`config.mk`:
```
export PLATFORM = sky130hd
export DESIGN_NAME = rfe_div
export DESIGN_NICKNAME = d
export VERILOG_FILES = /design/src/rtl/rfe_pkg.sv /design/src/rtl/rfe_div.sv
export SDC_FILE = /design/constraint.sdc
export NUM_CORES = 1
export LEC_CHECK = 0
export ABC_AREA = 1
export BUFFER_PORTS_ARGS = -buffer_cell sky130_fd_sc_hd__buf_2
export CAP_MARGIN = 20
export CORE_MARGIN = 2
export CORE_UTILIZATION = 34
export CTS_CLUSTER_DIAMETER = 120
export CTS_CLUSTER_SIZE = 8
export DETAILED_ROUTE_END_ITERATION = 10
export PLACE_DENSITY_LB_ADDON = 0.3
export SLEW_MARGIN = 20
export SYNTH_ARGS = -nofsm -noshare
export SYNTH_HDL_FRONTEND = slang
export SYNTH_SLANG_ARGS = --single-unit
```
`constraint.sdc`:
```
create_clock -name clk -period 5.6 [get_ports clk]
set_input_delay 0.56 -clock clk [delete_from_list [all_inputs] [get_ports clk]]
set_output_delay 0.56 -clock clk [all_outputs]
set_load 0.03 [all_outputs]
```
`src/rtl/rfe_pkg.sv`:
```
`timescale 1ns / 1ps

package rfe_pkg;

  localparam int SLOT_W   = 6;
  localparam int COORD_W  = 6;
  localparam int DATA_W   = 32;
  localparam int MOD_W    = 3;

  localparam int OPERAND_SLOTS_DEF = 64;
  localparam int FRAC_BITS_DEF     = 16;

  localparam logic ACT_LOAD   = 1'b0;
  localparam logic ACT_FACTOR = 1'b1;

  localparam int MOD_COMPL_BIT   = 0;
  localparam int MOD_RECIP_BIT   = 1;
  localparam int MOD_NEWPROD_BIT = 2;

  localparam logic [DATA_W-1:0] FX_MAX = 32'h7FFF_FFFF;
  localparam logic [DATA_W-1:0] FX_MIN = 32'h8000_0000;

  typedef enum logic [2:0] {
    ST_IDLE,
    ST_FETCH,
    ST_DIV,
    ST_MUL,
    ST_SCALE,
    ST_EMIT
  } rfe_state_t;

  typedef struct packed {
    logic [DATA_W-1:0] val;
    logic              ovf;
  } sat_res_t;

  function automatic logic signed [63:0] sext64(input logic [DATA_W-1:0] v);
    return {{(64-DATA_W){v[DATA_W-1]}}, v};
  endfunction

  // clamp a wide signed value to the 32-bit range
  function automatic sat_res_t sat_fx(input logic signed [63:0] v);
    sat_res_t r;
    if (v > sext64(FX_MAX)) begin
      r.val = FX_MAX;
      r.ovf = 1'b1;
    end else if (v < sext64(FX_MIN)) begin
      r.val = FX_MIN;
      r.ovf = 1'b1;
    end else begin
      r.val = v[DATA_W-1:0];
      r.ovf = 1'b0;
    end
    return r;
  endfunction

endpackage

```
`src/rtl/rfe_div.sv`:
```
`timescale 1ns / 1ps

// restoring divider for 2^(2*FRAC_BITS) / divisor, one quotient bit a cycle
module rfe_div import rfe_pkg::*; #(
  parameter int FRAC_BITS = FRAC_BITS_DEF
) (
  input  logic                       clk,
  input  logic                       rst_n,
  input  logic                       start,
  input  logic [DATA_W-1:0]          divisor,
  output logic                       done,
  output logic [2*FRAC_BITS:0]       quotient
);

  localparam int QW    = 2 * FRAC_BITS + 1;
  localparam int CNT_W = $clog2(QW + 1);

  logic             busy_r;
  logic             done_r;
  logic [CNT_W-1:0] cnt_r;
  logic [QW-1:0]    dvd_r;
  logic [QW-1:0]    quo_r;
  logic [DATA_W-1:0] rem_r;
  logic [DATA_W-1:0] dsr_r;

  logic [DATA_W:0]   rem_sh;
  logic [DATA_W+1:0] diff;
  logic              fits;

  always_comb begin
    rem_sh = {rem_r, dvd_r[QW-1]};
    diff   = {1'b0, rem_sh} - {2'b00, dsr_r};
    fits   = !diff[DATA_W+1];
  end

  always_ff @(posedge clk) begin
    if (!rst_n) begin
      busy_r <= 1'b0;
      done_r <= 1'b0;
    end else begin
      done_r <= 1'b0;
      if (start) begin
        busy_r <= 1'b1;
        cnt_r  <= CNT_W'(QW);
        dvd_r  <= {1'b1, {(QW-1){1'b0}}};
        quo_r  <= '0;
        rem_r  <= '0;
        dsr_r  <= divisor;
      end else if (busy_r) begin
        dvd_r <= {dvd_r[QW-2:0], 1'b0};
        quo_r <= {quo_r[QW-2:0], fits};
        rem_r <= fits ? diff[DATA_W-1:0] : rem_sh[DATA_W-1:0];
        cnt_r <= cnt_r - CNT_W'(1);
        if (cnt_r == CNT_W'(1)) begin
          busy_r <= 1'b0;
          done_r <= 1'b1;
        end
      end
    end
  end

  assign done     = done_r;
  assign quotient = quo_r;

endmodule

```
# Yosys cells after proc, flatten, opt, wreduce, memory -nomap -nowiden
# Cells that the tools add are included.
# op_classes
n_addsub,2
n_eq_ne,1
mux,9
bitwise,2
reduce_logical,5
# ops
op,n
$mux W33,2
$mux W32,2
$sub A33 B32 Y34,1
$eq A6 B1 Y1 const B,1
$mux W6,1
$sub A6 B1 Y6 const B,1
$mux W1,4
$reduce_and A2 Y1,2
$reduce_or A3 Y1,1
$not A1 Y1,2
$reduce_bool A2 Y1,1
$logic_not A1 Y1,1
# totals
reg_bits,106
wordCells,26

# Logic depth before layout (Yosys ltp)
# depth
depth_word,4
mapped_depth,16
ltp_nobuf,16

# Least setup slack after synthesis
# Ideal clock, no wire load.
# synth_timing
path_kind,input to register
from,in rst_n
to,"reg cnt_r[0], enable pin"
setup_ns,0.433
t_arrival_ns,2.180
required_time_ns,5.167
slack_ns,2.987
path_stages,2
cell_sequence,nand2_1 -> nand2_1
# synth_via
elab_chain_cells,1
# synth_rtl
item,line,rtl
start: declaration,rfe_div.sv:8,"input logic rst_n,"
$reduce_and A2 Y1 (no source line),--,
end signal: assignment,rfe_div.sv:44,cnt_r <= CNT_W'(QW);
end signal: assignment,rfe_div.sv:53,cnt_r <= cnt_r - CNT_W'(1);
end: declaration,rfe_div.sv:20,logic [CNT_W-1:0] cnt_r;
# No other way between the ends.
# A chain may end at the register's enable or synchronous reset.

# Final worst setup path
# layout_timing
from,reg rem_r[6]
to,"reg rem_r[25], data pin"
# layout_via
elab_chain_cells,3
# layout_rtl
item,line,rtl
start: declaration,rfe_div.sv:23,logic [DATA_W-1:0] rem_r;
start signal: assignment,rfe_div.sv:52,rem_r <= fits ? diff[DATA_W-1:0] : rem_sh[DATA_W-1:0];
$sub A33 B32 Y34,rfe_div.sv:32,"diff = {1'b0, rem_sh} - {2'b00, dsr_r};"
$mux W32,rfe_div.sv:52,
$mux W32,rfe_div.sv:49,end else if (busy_r) begin
# No other way between the ends. The select of a mux whose other input is x is not followed.

==> metrics.txt <==
DRT iter0 DRCs 262; top area cells in the synthesized netlist edfxtp_1, nand2_1, inv_1, nor2_1, ha_1; Setup Skew around 0.011 ns; switching pwr 0.968 mW; top-count cell post-synth nand2_1; # hold bufs at CTS 0; Initial Util 0.348; drt total wl about 16 mm; leading area contributor after synthesis edfxtp_1; Yosys warning count 0; WS Path Type reg -> reg; Min-Delay Path Class in -> reg; die width roughly 150 µm; Final #Nets ~1100; core box area ~20000 µm²; I/O Pins between 60 and 70; H-tree level count 3; Clk pin slew, worst setup/hold paths approximately 0.08 ns; vias in the first global route ~5400; largest family of logic cells by synthesized area simple AND/OR/NAND/NOR gates; DRC errors left 0; final hold violation count 0; Cell Area, Synth between 7000 and 8000 µm²; Int Pwr ~1.6 mW; grt total ovfl 0; combinational group share of total power 0.339; syn nets 995; WL/cell between 10 and 15 µm; max_cap viols 0; number of buffers created by CTS 9; Die H roughly 150 µm; outcome finished clean; antenna violations before repair 0; Cell Area, Placed 7650 µm²; clk_lat worst skew 0.36 ns; Rows 52; register area share after synthesis 0.450; RSZ-0062 raised after global routing false; clock root cell clkbuf_16; Clk pwr share 0.271; Syn Inst Count 925; Yosys cell types 39; Compound-Gate Fraction of Synth Area 0.0199; Final HPWL DP ~12 mm; post-cts sizing count 0; synth cell count leaders nand2_1, inv_1, nor2_1, edfxtp_1, ha_1; nature of the critical path endpoint flop; clock sinks around 110; Max IR drop VDD 157 µV; Worst Path Arrival between 2 and 3 ns; final instance area around 8000 µm²; post-synthesis mux area share 0; post-synthesis simple-gate area fraction 0.323; Yosys reg bits about 110; diode count 0; Worst-Margin Slew around 0.7 ns; pin count of the biggest net entering global routing between 70 and 80; Slew Limit Headroom 0.534; Final Cycle Share 0.455; Critical Path RT 5.72 ns; area grow syn2layout 13.8%; EDFF count, synth approximately 100; GPL Wtd Cong between 0.8 and 0.9; mean number of vias per cell approximately 4.3; antenna-violating nets left 0; die area 21800 µm²; CTS Buffer Depth 2; post-route setup TNS 0 ns; final setup violation count 0; fmax around 0.4 GHz; switching share of power 0.371; Synth Area in XOR/XNOR 0.0187; Synth async-reset ratio 0; power density over the cells between 300 and 400 nW/µm²; DRT Pass-1 Iters 4; Vias 5467; Sequential Power Share 0.390; post-synth top area share 0.444; PortBufs approximately 70; layout cells sized above 1 0.136; Slew Viols, Final 0; Post-CTS Setup Inserts 0; Syn Area/Cell about 7.6 µm²; adder-cell area share of the yosys netlist 0.0633; first-pass GRT wire length 26.6 mm; CP Max Fanout 25; worst hold margin between 0.3 and 0.4 ns; Leak Pwr 4.19 nW; GRT Resource Usage Total 0.154; CTS tree yes; Final min period roughly 2.5 ns; Post-synth top flop edfxtp_1; crit path launch type flop
-- sequential cells by signal (all words and copies together), names as in the netlist --
name      count
dsr_r        32
cnt_r         6
dvd_r         1
busy_r        1
done          1
rem_r        32
quotient     33
-- worst paths after layout --
path / slack [ns] / end / from / cells after the start
min: 0.37 / dsr_r[7] / divisor[7] / 1
max: 3.05 / rem_r[25] / rem_r[6] / 15
min reg2reg: 0.53 / done / busy_r / 2
max reg2reg: 3.05 / rem_r[25] / rem_r[6] / 15
-- final cells by class --
| type | count | area (µm²) |
|---|---|---|
| Clock inverter | 7 | 110 |
| Inverter | 210 | 793 |
| Fill cell | 2070 | 12200 |
| Timing Repair Buffer | 71 | 375 |
| Multi-Input combinational cell | 597 | 3000 |
| Sequential cell | 106 | 3160 |
| Tap cell | 270 | 338 |
| Clock buffer | 9 | 225 |
-- per-stage QoR --
stage,instances,util,total power [mW],worst slack [ns]
3_5_place_dp,1253,0.378,1.92,2.95
5_1_grt,1270,0.395,2.80,2.81
2_1_floorplan,925,-,1.73,2.99
4_1_cts,1269,0.394,2.64,3.04
3_3_place_gp,1253,0.378,1.91,2.97
6_report,1270,0.395,2.61,3.05
-- routing by layer --
metal	routed length, µm	up-vias	track usage
met5	0	-	0
met4	216	0	0.0319
li1	-	2950	-
met3	928	13	0.0435
met1	7770	2405	0.206
met2	7100	99	0.250
-- power by group through the flow --
stage	registers (mW)	logic (mW)	clock network, mW
after floorplan	1.07	0.660	0
after global placement	1.04	0.878	0
after detailed placement	1.04	0.886	0
after CTS	1.02	0.891	0.726
after global routing	1.03	1.02	0.753
final	1.02	0.886	0.708
-- cells in the final DEF, fill, tap and decap left out, types with 2 or more instances in the layout --
cell type,instances
inv_8,2
nand3_2,7
inv_1,202
xor2_1,14
nor2_1,116
dfxtp_1,2
buf_4,2
clkinv_8,3
nand2_4,2
nand2_1,304
nand3b_1,19
o21ai_0,2
nand2_2,9
and2_1,5
nand4_1,9
inv_2,6
nor2_2,15
a21oi_1,17
buf_2,68
nand3_1,28
clkbuf_16,9
edfxtp_1,104
or2_2,3
nor3_1,2
ha_1,34
-- cells by family (layout without fill, tap and decap cells) --
kind of cell             after synthesis  after routing
buffers and inverters                222            297
AND/OR/NAND/NOR                      523            523
AO/OA/AOI/OAI                         24             24
XOR/XNOR                              15             15
flip-flops                           106            106
adder cells (fa/ha/maj)               35             35
-- worst max-delay path, cell delays in order, from the launching register on --
cell and delay (ns):
edfxtp_1 0.41, ha_1 0.39, nand2_2 0.14, inv_2 0.04
nand2_1 0.05, nand2_1 0.06, inv_1 0.07, nand3_2 0.16
nand2_2 0.12, nand2_2 0.07, nand2_4 0.21, nand2_8 0.20
nand2_2 0.20, nand2_1 0.07, nand2_1 0.05, inv_1 0.04
Note: power is estimated with default switching activity, not from simulation.
